### src/rtl/s0pwq_pkg.sv
`timescale 1ns / 1ps
// ----------------------------------------------------------------------------
// s0pwq_pkg
// Shared types and constants of the S0 pulse-width qualified counter.
// ----------------------------------------------------------------------------
package s0pwq_pkg;

    localparam int SLOTS     = 8;
    localparam int DUR_W     = 8;
    localparam int CNT_W     = 32;
    localparam int LEN_W     = SLOTS * DUR_W;
    localparam int CFG_IDX_W = 8;
    localparam int CFG_DAT_W = 64;
    localparam int S_DATA_W  = 8;
    localparam int M_DATA_W  = SLOTS + SLOTS * CNT_W;

    localparam logic [DUR_W-1:0] DUR_MAX = {DUR_W{1'b1}};

    typedef enum logic [CFG_IDX_W-1:0] {
        REG_ENABLE_MASK = 8'd0,
        REG_MIN_LENGTHS = 8'd1,
        REG_MAX_LENGTHS = 8'd2
    } cfg_reg_t;

    typedef struct packed {
        logic             enable;
        logic [DUR_W-1:0] min_len;
        logic [DUR_W-1:0] max_len;
    } lane_cfg_t;

endpackage

### src/rtl/s0pwq_lane.sv
`timescale 1ns / 1ps
// ----------------------------------------------------------------------------
// s0pwq_lane
// One channel: low-level duration counter, width qualification, pulse total.
// ----------------------------------------------------------------------------
module s0pwq_lane (
    input  logic                       aclk,
    input  logic                       aresetn,
    input  logic                       step,
    input  logic                       level,
    input  s0pwq_pkg::lane_cfg_t       cfg,
    output logic                       hit,
    output logic [s0pwq_pkg::CNT_W-1:0] total
);
    import s0pwq_pkg::*;

    logic [DUR_W-1:0] dur_reg, dur_next;
    logic [CNT_W-1:0] total_reg, total_next;

    assign hit = cfg.enable && level && (dur_reg != '0) &&
                 (dur_reg > cfg.min_len) && (dur_reg < cfg.max_len);

    always_comb begin
        dur_next   = dur_reg;
        total_next = total_reg;
        if (step && cfg.enable) begin
            if (!level) begin
                if (dur_reg != DUR_MAX) begin
                    dur_next = dur_reg + 1'b1;
                end
            end else begin
                dur_next = '0;
                if (hit) begin
                    total_next = total_reg + 1'b1;
                end
            end
        end
    end

    always_ff @(posedge aclk) begin
        if (!aresetn) begin
            dur_reg   <= '0;
            total_reg <= '0;
        end else begin
            dur_reg   <= dur_next;
            total_reg <= total_next;
        end
    end

    assign total = total_reg;

endmodule

### src/rtl/s0pwq_merge.sv
`timescale 1ns / 1ps
// ----------------------------------------------------------------------------
// s0pwq_merge
// Gathers lane hits into the pulse mask and holds the result item.
// ----------------------------------------------------------------------------
module s0pwq_merge (
    input  logic                                   aclk,
    input  logic                                   aresetn,
    input  logic                                   step,
    input  logic [s0pwq_pkg::SLOTS-1:0]            hits,
    input  logic [s0pwq_pkg::SLOTS*s0pwq_pkg::CNT_W-1:0] totals,
    output logic                                   slot_free,
    output logic                                   m_tvalid,
    input  logic                                   m_tready,
    output logic [s0pwq_pkg::M_DATA_W-1:0]         m_tdata
);
    import s0pwq_pkg::*;

    logic             valid_reg, valid_next;
    logic [SLOTS-1:0] mask_reg, mask_next;

    assign slot_free = !valid_reg || m_tready;

    always_comb begin
        valid_next = valid_reg;
        mask_next  = mask_reg;
        if (step) begin
            valid_next = 1'b1;
            mask_next  = hits;
        end else if (m_tready) begin
            valid_next = 1'b0;
        end
    end

    always_ff @(posedge aclk) begin
        if (!aresetn) begin
            valid_reg <= 1'b0;
        end else begin
            valid_reg <= valid_next;
        end
    end

    always_ff @(posedge aclk) begin
        mask_reg <= mask_next;
    end

    // totals live in the lanes and only move when the output slot turns over
    assign m_tvalid = valid_reg;
    assign m_tdata  = {totals, mask_reg};

endmodule

### src/rtl/s0_pulse_width_qualified_counter.sv
`timescale 1ns / 1ps
// ----------------------------------------------------------------------------
// s0_pulse_width_qualified_counter
// Eight-channel S0 meter pulse counter with per-channel width qualification.
// ----------------------------------------------------------------------------
// Usage:
//   s_ channel: one item per poll tick, s_tdata = pin levels, bit n channel n.
//   m_ channel: one item per input item, m_tdata = pulse mask [7:0], then the
//     32-bit wrapping totals of channels 0..7 from bit 8 up.
//   cfg channel: register index and 64-bit data, always ready outside reset;
//     index 0 enable mask, 1 min lengths, 2 max lengths, others ignored.
//   Result item registered and valid in the cycle after the input item; one
//   item per cycle while m_tready is high, set by the single merge register.
//   Each present channel is a lane of its own, enabled ones updated in the cycle of the item.
//   Reset clears duration counters, totals, registers and the output slot.
//   When the receiver stalls the result item is held and s_tready drops
//   until it is taken; s_tready returns in the same cycle as m_tready.
// ----------------------------------------------------------------------------
module s0_pulse_width_qualified_counter #(
    parameter int NUM_CHANNELS = 8
) (
    input  logic                                  aclk,
    input  logic                                  aresetn,
    input  logic                                  s_tvalid,
    output logic                                  s_tready,
    input  logic [s0pwq_pkg::S_DATA_W-1:0]        s_tdata,  // [7:0] pin_levels
    output logic                                  m_tvalid,
    input  logic                                  m_tready,
    // [7:0] pulse_mask, then count_ch0..count_ch7 at 32 bits each
    output logic [s0pwq_pkg::M_DATA_W-1:0]        m_tdata,
    input  logic                                  cfg_valid,
    output logic                                  cfg_ready,
    input  logic [s0pwq_pkg::CFG_IDX_W-1:0]       cfg_index,
    input  logic [s0pwq_pkg::CFG_DAT_W-1:0]       cfg_data
);
    import s0pwq_pkg::*;

    logic [SLOTS-1:0] enable_reg, enable_next;
    logic [LEN_W-1:0] min_reg, min_next;
    logic [LEN_W-1:0] max_reg, max_next;

    logic                   slot_free;
    logic                   step;
    logic [SLOTS-1:0]       hits;
    logic [SLOTS*CNT_W-1:0] totals;

    assign cfg_ready = aresetn;
    assign s_tready  = aresetn && slot_free;
    assign step      = s_tvalid && s_tready;

    always_comb begin
        enable_next = enable_reg;
        min_next    = min_reg;
        max_next    = max_reg;
        if (cfg_valid && cfg_ready) begin
            unique case (cfg_index)
                REG_ENABLE_MASK: enable_next = cfg_data[SLOTS-1:0];
                REG_MIN_LENGTHS: min_next    = cfg_data[LEN_W-1:0];
                REG_MAX_LENGTHS: max_next    = cfg_data[LEN_W-1:0];
                default: ;
            endcase
        end
    end

    always_ff @(posedge aclk) begin
        if (!aresetn) begin
            enable_reg <= '0;
            min_reg    <= '0;
            max_reg    <= '0;
        end else begin
            enable_reg <= enable_next;
            min_reg    <= min_next;
            max_reg    <= max_next;
        end
    end

    for (genvar n = 0; n < SLOTS; n++) begin : g_lane
        if (n < NUM_CHANNELS) begin : g_on
            lane_cfg_t lcfg;

            assign lcfg.enable  = enable_reg[n];
            assign lcfg.min_len = min_reg[n*DUR_W +: DUR_W];
            assign lcfg.max_len = max_reg[n*DUR_W +: DUR_W];

            s0pwq_lane u_lane (
                .aclk    (aclk),
                .aresetn (aresetn),
                .step    (step),
                .level   (s_tdata[n]),
                .cfg     (lcfg),
                .hit     (hits[n]),
                .total   (totals[n*CNT_W +: CNT_W])
            );
        end else begin : g_off
            assign hits[n]                  = 1'b0;
            assign totals[n*CNT_W +: CNT_W] = '0;
        end
    end

    s0pwq_merge u_merge (
        .aclk      (aclk),
        .aresetn   (aresetn),
        .step      (step),
        .hits      (hits),
        .totals    (totals),
        .slot_free (slot_free),
        .m_tvalid  (m_tvalid),
        .m_tready  (m_tready),
        .m_tdata   (m_tdata)
    );

endmodule

### config.mk
export PLATFORM = sky130hd
export DESIGN_NAME = s0_pulse_width_qualified_counter
export DESIGN_NICKNAME = d
export VERILOG_FILES = /design/src/rtl/s0pwq_pkg.sv /design/src/rtl/s0pwq_lane.sv /design/src/rtl/s0pwq_merge.sv /design/src/rtl/s0_pulse_width_qualified_counter.sv
export SDC_FILE = /design/constraint.sdc
export NUM_CORES = 1
export LEC_CHECK = 0
export BUFFER_PORTS_ARGS = -buffer_cell sky130_fd_sc_hd__buf_2
export CAP_MARGIN = 20
export CORE_MARGIN = 4
export CORE_UTILIZATION = 55
export CTS_CLUSTER_DIAMETER = 40
export DETAILED_ROUTE_END_ITERATION = 7
export GPL_TIMING_DRIVEN = 0
export MAX_ROUTING_LAYER = met4
export PLACE_DENSITY = 0.84
export SYNTH_ARGS = -nofsm -noshare
export SYNTH_HDL_FRONTEND = slang
export SYNTH_SLANG_ARGS = --single-unit
### constraint.sdc
create_clock -name aclk -period 3.2 [get_ports aclk]
set_input_delay 0.16 -clock aclk [delete_from_list [all_inputs] [get_ports aclk]]
set_output_delay 0.16 -clock aclk [all_outputs]
set_load 0.02 [all_outputs]
==> summary.md, run 1 <==
| Metric | Value |
|---|---|
| Via count | 23,156 |
| Area Overhead vs Synth | 24.6% |
| CTS Buffer Depth | 3 |
| P per Cell Area | 491 nW/um^2 |
| Fin. Hold Viols | 0 |
| Max_cap viols | 0 |
| Highest Clock Rate | 330 MHz |
| Total power draw | 14.2 mW |
| Critical Path RT | 3.74 ns |
| Run status | finished clean |
| Fin cells | 3,909 |
| Slack of the critical path | 0.174 ns |
| RD Place Congestion | 0.953 |
| Worst-Margin Slew | 1.09 ns |
| Initial Util | 0.561 |
| Unique cell type count in the Yosys netlist | 68 |
| Clock root buffer | clkbuf_16 |
| First-pass GRT wire length | 115 mm |
| Routed WL | 74.6 mm |
| Sequential cell area | 9390 um^2 |
| Dpl cells | 3,700 |
| Initial antenna violation count | 4 |
| EDFF count, synth | 8 |
| Die ar. | 45,500 um^2 |
| Largest net degree at the start of global routing | 18 |
| Post-DRT Antenna Nets | 0 |
| Gr usage total | 0.322 |
| Lkg Pwr | 11.5 nW |
| CTS HTree Levels | 3 |
| Crit-path max FO | 10 |
| Port bufs | 351 |
| Type of the most critical hold path | in -> reg |
| Max reg flops | 256 |
| I/O Pins | 352 |
| Multi-input gate area | 12,700 um^2 |
| Vias in the first global route | 22,118 |
| Layout fillers | 3,189 |
| Leading cell type in the layout, fill and taps excluded | dfxtp_1 |
| Syn Std Cell Area | 23,200 um^2 |
| Num CTS Buffers | 70 |
| Syn avg cell area | 8.24 um^2 |
| Seq cells post-synth | 465 |
| Cells after synthesis | 2,815 |
| Synth Warn # | 0 |
| Most frequent cells in the layout | 456 x dfxtp_1, 390 x nand2_1, 356 x buf_2 |
| Max VDD drop | 416 uV |
| Rows | 74 |
| Ys flop type | dfxtp_1 |
| Register area share after synthesis | 0.405 |
| Via density | 5.92 |
| Worst EP arrival | 3.56 ns |
| Final period utilization | 0.946 |
| Final Skew | 0.0315 ns |
| Dpl ws | -0.635 ns |
| Layout cells sized above 1 | 0.154 |
| Routed WL per cell | 19.1 um |
| Skew-Pair Late Insertion Delay | 0.61 ns |
| Clk sinks | 465 |
| Fin crit period | 3.03 ns |
| Setup violators final | 0 |
| Die W | 213 um |
| Ys async rst share | 0 |
| Die Height | 213 um |
| Max Slew Vio Count | 0 |
| Final net count | 3,545 |
| Setup Crit Path Kind | reg -> reg |
| CTS tree | yes |
| Initial DRC Count | 2,122 |
| CP Capture Type | register |
| Slew Limit Headroom | 0.272 |
| Clock slew at reported path FFs | 0.06 ns |
| Drc violations | 0 |
| Crit path launch type | register |
| Core footprint | 41,300 um^2 |
| Total grt overflow | 0 |
| HPWL after DPL | 53.7 mm |
| Syn Nets | 3,044 |
| Pre-antenna DRT Iters | 8 |
power breakdown:
| part | switching (mW) | internal (mW) | total, mW |
|---|---|---|---|
| sequential | 0.00251 | 5.81 | 5.81 |
| clock | 3.06 | 4.89 | 7.95 |
| combinational | 0.279 | 0.136 | 0.415 |
path summary, 6_finish.rpt:
path	from	to	slack, ns	depth (start not counted)
hold reg to reg	max_reg[53]$_SDFFE_PN0P_	max_reg[53]$_SDFFE_PN0P_	0.45	2
setup reg to reg	g_lane[5].g_on.u_lane.dur_reg[5]$_SDFFE_PN0P_	g_lane[5].g_on.u_lane.total[25]$_SDFFE_PN0P_	0.17	10
hold / removal	cfg_index[0]	enable_reg[6]$_SDFFE_PN0P_	0.05	4
setup / recovery	g_lane[5].g_on.u_lane.dur_reg[5]$_SDFFE_PN0P_	g_lane[5].g_on.u_lane.total[25]$_SDFFE_PN0P_	0.17	10
synth_stat cells, types with 6 or more instances:
cell | instances | share of area
xnor2_1 | 85 | 0.032
a211oi_1 | 8 | 0.0026
a21o_1 | 17 | 0.0055
nand2b_1 | 44 | 0.012
nand4_1 | 135 | 0.036
nand3b_1 | 6 | 0.0019
nor4b_1 | 13 | 0.0049
a21oi_1 | 171 | 0.037
nor2b_1 | 11 | 0.0030
o21a_1 | 7 | 0.0023
nor3_1 | 63 | 0.014
and4_1 | 18 | 0.0068
o211ai_1 | 13 | 0.0042
or4_1 | 12 | 0.0039
mux2i_1 | 41 | 0.018
inv_1 | 187 | 0.030
and3_1 | 54 | 0.015
nand3_1 | 114 | 0.025
o41ai_1 | 6 | 0.0023
nor4_1 | 52 | 0.014
ha_1 | 144 | 0.078
or3_1 | 48 | 0.013
o21ai_0 | 65 | 0.014
o311ai_0 | 8 | 0.0030
nand2_1 | 390 | 0.063
o31ai_1 | 73 | 0.024
and2_1 | 19 | 0.0051
nand4b_1 | 6 | 0.0023
xor2_1 | 96 | 0.036
nor2_1 | 257 | 0.042
dfxtp_1 | 457 | 0.39
a211o_1 | 8 | 0.0030
clkbuf_1 | 111 | 0.018
edfxtp_1 | 8 | 0.010
critical path, cell delays in order, from the launching register on:
cell	delay, ns
dfxtp_1	0.45
ha_1	0.31
a211oi_1	0.24
nor2_1	0.10
a211o_1	0.27
a211oi_1	0.34
buf_4	0.25
nand2_1	0.13
clkbuf_2	0.26
nor4_1	0.39
mux2i_1	0.21
layout make-up:
type | count | share of cell area
Clock buffer | 81 | 0.0649
Inverter | 188 | 0.0244
Timing Repair Buffer | 429 | 0.0876
Antenna cell | 4 | 0.000346
Buffer | 119 | 0.0162
Multi-Input combinational cell | 2043 | 0.439
Sequential cell | 465 | 0.325
Tap cell | 532 | 0.0230
Clock inverter | 48 | 0.0192
cell families (layout without fill, tap and decap cells):
kind of cell	Yosys count	in the layout	share of synthesized area
adders and majority gates	144	144	0.0777
and+or+nand+nor	1268	1268	0.271
DFF	465	465	0.405
buffers and inverters	307	865	0.0504
other	0	4	0
muxes	41	41	0.0177
AOI/OAI and AO/OA	409	409	0.110
xor gates and xnor gates	181	181	0.0684
routing by layer:
layer  track usage  share of wire  up-vias
met5             -              0        -
met2         0.505           0.46     1073
met1         0.408           0.41    10971
li1              -              -    10890
met4         0.130          0.045        0
met3        0.0679          0.088      222
metrics by stage:
step                hold slack, ns    TNS, ns  area (um^2)  utilization
global route                0.0722  -0.000647        28900        0.700
global placement             0.370     -39.09        25600        0.620
detailed placement           0.377      -9.97        25600        0.621
finish                      0.0523          0        28900        0.700
CTS                         0.0187          0        28800        0.697
floorplan                    0.268          0        23200            -
what timing repair did:
item	CTS	global route
setup buffers	0	2
hold buffers	73	0
endpoints found under the hold margin	154	0
resized for setup	2	21
pin swaps	0	1
endpoints found under the setup margin	17	42
Power figures use the tool's default switching activity.
==> inputs of run 2 (changes only) <==
- CORE_MARGIN: 4 -> 10
==> run 2 against run 1 <==
Effect of this change: sequential cell count unchanged; via count increased by 0.35%; non-clock buffer count decreased by 1; critical path depth unchanged; wire length increased by 3.8%; count of clock-buffer cells in the layout increased by 5; clock power increased by 7.0%; fmax decreased by 1.4%; hold slack improved by 0.0062 ns; setup slack got worse by 0.042 ns; combinational power increased by 2%; largest power group unchanged; highest routed layer unchanged.
==> summary.md, run 2 (synthesized netlist as in run 1, its figures left out) <==
| Metric | Value |
|---|---|
| Multi-input gate area | 12,700 um^2 |
| Gr usage total | 0.305 |
| Initial Util | 0.554 |
| Final period utilization | 0.959 |
| Hold_ws | 0.0586 ns |
| Run status | finished clean |
| Skew-Pair Late Insertion Delay | 0.60 ns |
| HPWL after DPL | 55.7 mm |
| Total grt overflow | 0 |
| Clock root buffer | clkbuf_16 |
| RSZ-0062 raised after global routing | no |
| Drc violations | 0 |
| Area Overhead vs Synth | 25.6% |
| CTS Buffer Depth | 3 |
| Routed WL per cell | 19.7 um |
| I/O Pins | 352 |
| Routed WL | 77.4 mm |
| Switch share | 0.230 |
| CP Cell Sequence | ha_1, nand4_1, o22ai_1, or3_1, a211o_1, clkbuf_2, buf_1, nor4_1, xnor2_1, nor2_1 |
| P per Cell Area | 507 nW/um^2 |
| Vias in the first global route | 22,879 |
| Post-DRT Antenna Nets | 0 |
| Num CTS Buffers | 74 |
| Largest net degree at the start of global routing | 18 |
| RD Place Congestion | 0.946 |
| Die Height | 225 um |
| Cell area after placement | 25,600 um^2 |
| Pre-antenna DRT Iters | 6 |
| Type of the most critical hold path | in -> reg |
| Via density | 5.92 |
| Max Slew Vio Count | 0 |
| Max_cap viols | 0 |
| Critical Path Max Stage Delay | 0.49 ns |
| Bufs and invs on worst path | 2 |
| Clock share of power | 0.577 |
| Highest Clock Rate | 326 MHz |
| CTS HTree Levels | 3 |
| Final net count | 3,548 |
| Fin. Hold Viols | 0 |
| Register share of total power | 0.394 |
| Final Instance Area | 29,100 um^2 |
| Port bufs | 351 |
| Layout cells sized above 1 | 0.154 |
| Setup violators final | 0 |
| Most frequent cells in the layout | 457 x dfxtp_1, 389 x nand2_1, 355 x buf_2 |
| Dpl ws | -0.665 ns |
| Fin crit period | 3.07 ns |
| Crit-path slowest cell | dfxtp_1 |
| Clk sinks | 465 |
| Die W | 225 um |
| Clock slew at reported path FFs | 0.06 ns |
| Initial DRC Count | 2,245 |
| CTS tree | yes |
| CP Capture Type | register |
| Critical Path RT | 3.65 ns |
| Rows | 75 |
| Setup Crit Path Kind | reg -> reg |
| Leading cell type in the layout, fill and taps excluded | dfxtp_1 |
| Lkg Pwr | 11.6 nW |
| Initial antenna violation count | 5 |
| First-pass GRT wire length | 122 mm |
| Internal | 11.4 mW |
| Max VDD drop | 423 uV |
| Final Skew | 0.0177 ns |
| Worst-Margin Slew | 1.12 ns |
| Worst EP arrival | 3.52 ns |
| Slack of the critical path | 0.132 ns |
| P_sw | 3.40 mW |
| Final Util | 0.696 |
| Slew Limit Headroom | 0.251 |
| Sequential cell area | 9390 um^2 |
| CP top delay family | simple AND/OR/NAND/NOR gates |
| Crit-path max FO | 10 |
| Total power draw | 14.8 mW |
| Die ar. | 50,800 um^2 |
| Via count | 23,237 |
| Core footprint | 41,900 um^2 |
| Layout fillers | 3,218 |
| Max reg flops | 256 |
| Combinational power share | 0.029 |
| Crit path launch type | register |
==> run 2: power groups by stage <==
stage,combinational [mW],sequential (mW),clock [mW]
2_1_floorplan,0.124,5.94,0
3_3_place_gp,0.318,5.94,0
3_5_place_dp,0.325,5.94,0
4_1_cts,0.410,5.82,8.57
5_1_grt,0.440,5.81,8.84
6_report,0.422,5.82,8.51
==> run 2: cell type report <==
cell class | count | area share
antenna | 7 | 0.000602
buffer | 119 | 0.0161
clock buffer | 86 | 0.0691
clock inverter | 49 | 0.0218
inverter | 188 | 0.0242
multi-input combinational | 2043 | 0.435
sequential | 465 | 0.322
tap | 539 | 0.0232
timing repair buffer | 428 | 0.0871
==> run 2: worst min-delay path: stages <==
cell     delay (ns)
buf_2          0.13
nor3_1         0.15
nand2_1        0.11
a21oi_1        0.06
==> run 2: per-layer routing <==
metal | vias to the layer above | wire [um] | track usage | share of wire
li1 | 10884 | - | - | -
met1 | 11068 | 31000 | 0.360 | 0.40
met2 | 1065 | 36000 | 0.482 | 0.47
met3 | 220 | 6940 | 0.0729 | 0.090
met4 | 0 | 3450 | 0.145 | 0.045
met5 | - | 0 | - | 0
==> run 2: timing repair <==
item / CTS / global route
setup buffers: 0 / 1
resized for setup: 5 / 13
pin swaps: 0 / 1
hold endpoints to repair: 154 / 0
endpoints found under the setup margin: 46 / 51
hold buffers: 74 / 0
==> run 2: metrics by stage <==
stage                     setup TNS (ns)  std cells
final                                  0       3924
after global routing                   0       3922
after CTS                              0       3916
after detailed placement          -15.21       3707
after global placement            -48.27       3705
after floorplan                        0       2815
==> run 2: path summary, 6_finish.rpt <==
check / startpoint / to / slack (ns) / cells after the start
worst max-delay path: g_lane[6].g_on.u_lane.dur_reg[3]$_SDFFE_PN0P_ / g_lane[6].g_on.u_lane.total[17]$_SDFFE_PN0P_ / 0.13 / 10
worst min-delay path: cfg_index[1] / enable_reg[3]$_SDFFE_PN0P_ / 0.06 / 4
worst max register to register: g_lane[6].g_on.u_lane.dur_reg[3]$_SDFFE_PN0P_ / g_lane[6].g_on.u_lane.total[17]$_SDFFE_PN0P_ / 0.13 / 10
worst min register to register: max_reg[10]$_SDFFE_PN0P_ / max_reg[10]$_SDFFE_PN0P_ / 0.45 / 2
